$ cat config.mk
export PLATFORM = sky130hd
export DESIGN_NAME = bsi_front
export DESIGN_NICKNAME = d
export VERILOG_FILES = /design/src/design/bsi_pkg.sv /design/src/design/bsi_front.sv
export SDC_FILE = /design/constraint.sdc
export NUM_CORES = 1
export LEC_CHECK = 0
export BUFFER_PORTS_ARGS = -buffer_cell sky130_fd_sc_hd__clkbuf_2
export CORE_MARGIN = 8
export CORE_UTILIZATION = 40
export CTS_BUF_LIST = sky130_fd_sc_hd__clkbuf_4
export CTS_CLUSTER_DIAMETER = 200
export DETAILED_ROUTE_END_ITERATION = 16
export GPL_TIMING_DRIVEN = 0
export HOLD_SLACK_MARGIN = 0.15
export PLACE_DENSITY = 0.63
export SLEW_MARGIN = 5
export SYNTH_ARGS = -nofsm -noshare
export SYNTH_HDL_FRONTEND = slang
export SYNTH_SLANG_ARGS = --single-unit
$ cat constraint.sdc
create_clock -name clk -period 8.6 [get_ports clk]
set_input_delay 0 -clock clk [delete_from_list [all_inputs] [get_ports clk]]
set_output_delay 0 -clock clk [all_outputs]
set_load 0.02 [all_outputs]
$ cat src/design/bsi_pkg.sv
// shared constants, item codes and queue word type for the setpoint interpolator
package bsi_pkg;

  localparam int PROFILE_SLOTS    = 4;
  localparam int POINTS_PER_CURVE = 16;

  localparam int CMD_W  = 2;
  localparam int T_W    = 24;
  localparam int VAL_W  = 16;
  localparam int IDX_FIELD_W   = 4;
  localparam int COUNT_FIELD_W = 5;

  localparam int CURVES    = PROFILE_SLOTS * 2;
  localparam int PROF_W    = (PROFILE_SLOTS > 1) ? $clog2(PROFILE_SLOTS) : 1;
  localparam int CURVE_W   = PROF_W + 1;
  localparam int PT_W      = $clog2(POINTS_PER_CURVE);
  localparam int CNT_W     = $clog2(POINTS_PER_CURVE + 1);
  localparam int ADDR_W    = CURVE_W + PT_W;
  localparam int MEM_DEPTH = 2 ** ADDR_W;
  localparam int PRODUCT_W = T_W + VAL_W;
  localparam int DIV_CNT_W = $clog2(VAL_W);

  localparam int QDEPTH  = 2;
  localparam int QPTR_W  = $clog2(QDEPTH);
  localparam int QCNT_W  = $clog2(QDEPTH + 1);

  localparam logic [CMD_W-1:0] CMD_POINT  = 2'd0;
  localparam logic [CMD_W-1:0] CMD_HEADER = 2'd1;
  localparam logic [CMD_W-1:0] CMD_QUERY  = 2'd2;

  typedef enum logic [1:0] {
    K_POINT,
    K_HEADER,
    K_QUERY,
    K_QUERY_OFF
  } kind_t;

  typedef struct packed {
    kind_t              kind;
    logic [CURVE_W-1:0] curve;
    logic [PT_W-1:0]    idx;
    logic [T_W-1:0]     tval;
    logic [VAL_W-1:0]   value;
    logic [CNT_W-1:0]   count;
    logic               pvalid;
  } item_t;

endpackage

$ cat src/design/bsi_front.sv
// front end: accepts input words, classifies them and queues them for the back end
module bsi_front (
  input  logic                              clk,
  input  logic                              rst,
  input  logic                              in_valid,
  output logic                              in_ready,
  input  logic [bsi_pkg::CMD_W-1:0]         command,
  input  logic [1:0]                        profile,
  input  logic                              channel,
  input  logic [bsi_pkg::IDX_FIELD_W-1:0]   point_index,
  input  logic [bsi_pkg::T_W-1:0]           point_time,
  input  logic [bsi_pkg::VAL_W-1:0]         load_value,
  input  logic [bsi_pkg::COUNT_FIELD_W-1:0] point_count,
  input  logic                              profile_valid,
  input  logic [bsi_pkg::T_W-1:0]           elapsed,
  output logic                              q_valid,
  output bsi_pkg::item_t                    q_item,
  input  logic                              q_pop
);

  bsi_pkg::item_t                    slots [bsi_pkg::QDEPTH];
  logic [bsi_pkg::QPTR_W-1:0]        wr_ptr;
  logic [bsi_pkg::QPTR_W-1:0]        rd_ptr;
  logic [bsi_pkg::QCNT_W-1:0]        count;
  bsi_pkg::item_t                    item;
  logic                              keep;
  logic                              push;
  logic                              in_range;
  logic                              idx_ok;

  assign in_range = int'(profile) < bsi_pkg::PROFILE_SLOTS;
  assign idx_ok   = int'(point_index) < bsi_pkg::POINTS_PER_CURVE;

  always_comb begin
    item.curve  = {bsi_pkg::PROF_W'(profile), channel};
    item.idx    = bsi_pkg::PT_W'(point_index);
    item.tval   = (command == bsi_pkg::CMD_QUERY) ? elapsed : point_time;
    item.value  = load_value;
    item.pvalid = profile_valid;
    if (int'(point_count) > bsi_pkg::POINTS_PER_CURVE) begin
      item.count = bsi_pkg::CNT_W'(bsi_pkg::POINTS_PER_CURVE);
    end else begin
      item.count = bsi_pkg::CNT_W'(point_count);
    end
    item.kind = bsi_pkg::K_QUERY_OFF;
    keep      = 1'b0;
    unique case (command)
      bsi_pkg::CMD_POINT: begin
        item.kind = bsi_pkg::K_POINT;
        keep      = in_range && idx_ok;
      end
      bsi_pkg::CMD_HEADER: begin
        item.kind = bsi_pkg::K_HEADER;
        keep      = in_range;
      end
      bsi_pkg::CMD_QUERY: begin
        item.kind = in_range ? bsi_pkg::K_QUERY : bsi_pkg::K_QUERY_OFF;
        keep      = 1'b1;
      end
      default: begin
        keep = 1'b0;
      end
    endcase
  end

  assign in_ready = (count != bsi_pkg::QCNT_W'(bsi_pkg::QDEPTH));
  assign push     = in_valid && in_ready && keep;
  assign q_valid  = (count != '0);
  assign q_item   = slots[rd_ptr];

  always_ff @(posedge clk) begin
    if (push) begin
      slots[wr_ptr] <= item;
    end
  end

  always_ff @(posedge clk) begin
    if (rst) begin
      wr_ptr <= '0;
      rd_ptr <= '0;
      count  <= '0;
    end else begin
      if (push) begin
        wr_ptr <= wr_ptr + 1'b1;
      end
      if (q_pop) begin
        rd_ptr <= rd_ptr + 1'b1;
      end
      unique case ({push, q_pop})
        2'b10:   count <= count + 1'b1;
        2'b01:   count <= count - 1'b1;
        default: count <= count;
      endcase
    end
  end

  assert property (@(posedge clk) disable iff (rst)
    q_pop |-> count != '0)
    else $error("pop from empty queue");

  assert property (@(posedge clk) disable iff (rst)
    count <= bsi_pkg::QCNT_W'(bsi_pkg::QDEPTH))
    else $error("queue overfilled");

endmodule

==> metrics.txt <==
outcome=finished clean; core area=11200 sq um; Area Overhead vs Synth=45.5%; clk_lat worst skew=480 ps; routed len/inst=15.8 microns; port buffer count=139; proportion of layout cells with a drive suffix above 1=53.6%; CP Capture Type=register; clock power share=28.1%; post-route clock period utilization=26.0%; worst slew pin tran=880 ps; final wirelength=10.0 mm; internal power=963 uW; #FFs+latches synth=115; Pleak=0.00258 uW; Synth Instances=231; largest net degree at the start of global routing=29; Final Wtd Congestion=0.673; critical path class=reg -> reg; drt drc=0; Ant. Diodes=0; Post-Syn Nets=315; asr flop ratio synth=0%; Worst Path Required=9030 ps; Post-synth EDFFs=110; fill cell count=880; highest clock rate=447 MHz; die footprint=15000 sq um; initial antenna violation count=0; num rows=39; Seq pwr share=52.0%; vias=2874; Final ANT Viol Nets=0; startpoint types=register; Yosys cell types=20; Rel. slew slack=41.2%; die height=122 microns; Worst-path clk slew=100 ps; top post-synthesis cells by count=edfxtp_1, mux2_2, nor2_1; sw frac=26.1%; Min-Delay Path Class=in -> reg; Post-CTS Resized=0; Worst VDD drop=0.110 mV; Setup Skew=10.7 ps; Max FO, Critical Path=4; I/O pin total=140; Via density=4.53; CTS tree=yes; synth warn=0; Synth area leaders=edfxtp_1, mux2_2, dfxtp_1, buf_4, buf_6; final slew viol count=0; Initial DRT Pass Iterations=4; TritonCTS Sinks=115; RSZ-0062 raised after global routing=no; CTS Root Cell=clkbuf_4; ys flop type=edfxtp_1; Final TNS setup=0 ps; combinational power share=19.9%; DP Wirelength=6.53 mm; vias in the first global route=3218; NumNets Final=562; Switch Pwr=339 uW; first-pass GRT wire length=15.6 mm; Max Root-Sink Buffers=2; die width=122 microns; 1st-iter DRT viols=151; MaxCap Viol Count=0; cell area after synthesis=4530 sq um; sequential share of the synthesized area=75.1%; mean post-synth cell area=19.6 sq um; Worst Path Arrival=2660 ps; Yosys top cell by area=edfxtp_1; power per standard cell area=198 nW/um^2; cell with the most instances after synthesis=edfxtp_1; Final setup viols=0; Starting Density=40.4%; top cell type's share of synthesized area=72.8%; H-tree levels=4; Overflow after GRT=0; reg2reg setup slack=6360 ps; Final Util=58.8%; cts bufs inserted=17; Global Route Usage Sum=13.8%; minimum clock period=2240 ps; Final Hold Viols=0
[worst max-delay path, cell delays in order (launching register included)]
cell and delay (ps):
dfxtp_1 400, nand2b_1 180, nand3_2 180, ha_1 350, or3_1 350, a21oi_1 160
dlygate4sd3_1 570
[registers in the layout, indices dropped and copies added, names as in the netlist, named ones only]
name,cells
rd_ptr,1
count,2
slots,110
wr_ptr,1
[worst paths after layout]
check,startpoint,cells past startpoint,to
max reg2reg,count[0],6,count[1]
min,channel,2,slots[1][50]
min reg2reg,rd_ptr,2,rd_ptr
max,count[0],6,count[1]
[routing by layer]
layer  vias to the layer above  track usage (%)  share of wire, %
met5                         -                0                 0
met4                         0             5.26               1.1
met3                         9             5.47               7.1
met2                        85             24.0                52
met1                      1389             14.7                40
li1                       1391                -                 -
[power by group through the flow]
stage / clock network, uW / registers (uW) / logic, uW
after detailed placement: 0 / 690 / 225
final: 366 / 677 / 259
after global placement: 0 / 694 / 216
after CTS: 381 / 678 / 263
after floorplan: 0 / 690 / 141
after global routing: 409 / 681 / 280
[kinds of logic (layout without fill, tap and decap cells)]
| family | count (synthesis) | after routing | share of synthesized area, % |
|---|---|---|---|
| simple gates | 17 | 17 | 1.99 |
| mux | 80 | 80 | 19.9 |
| fa+ha+maj | 1 | 1 | 0.276 |
| buf+inv | 13 | 273 | 2.01 |
| xor+xnor | 3 | 3 | 0.580 |
| compound gates | 2 | 2 | 0.221 |
| flops | 115 | 115 | 75.1 |
[layout make-up]
type                    instances  area [sq um]  share of cell area (%)
flip-flops and latches        115          3400                    51.6
clock buffers                  19           143                    2.16
repair buffers                228          1610                    24.4
clock inverters                13           119                    1.80
well taps                     143           179                    2.71
plain buffers                  12          87.6                    1.33
multi-input cells             103          1050                    16.0
inverters                       1          3.75                  0.0569
[repair_timing]
action,in CTS,in global routing
hold buffers,87,0
setup buffers,0,0
hold endpoints to repair,169,0
[through the flow]
stage	area, sq um	std cells	power (uW)	worst slack, ps	hold slack, ps
after floorplan	4530	231	831	5030	69.1
after global placement	5410	513	909	3760	191
after detailed placement	5460	515	915	6520	196
after CTS	6600	634	1320	6440	181
after global routing	6600	634	1370	6250	179
final	6600	634	1300	6360	253
[cells in the final DEF (no fill, tap or decap), types with 2 or more instances in the layout]
cell and n:
buf_12 2, buf_4 5, buf_6 3, bufinv_16 2, clkbuf_1 3, clkbuf_2 139
clkbuf_4 19, clkinv_1 3, clkinv_2 5, clkinvlp_4 3, dfxtp_1 5, dlygate4sd3_1 87
edfxtp_1 110, mux2_2 80, nor2_1 5, nor2_4 2, nor2b_1 5, xnor2_1 2
Power figures use the tool's default switching activity.
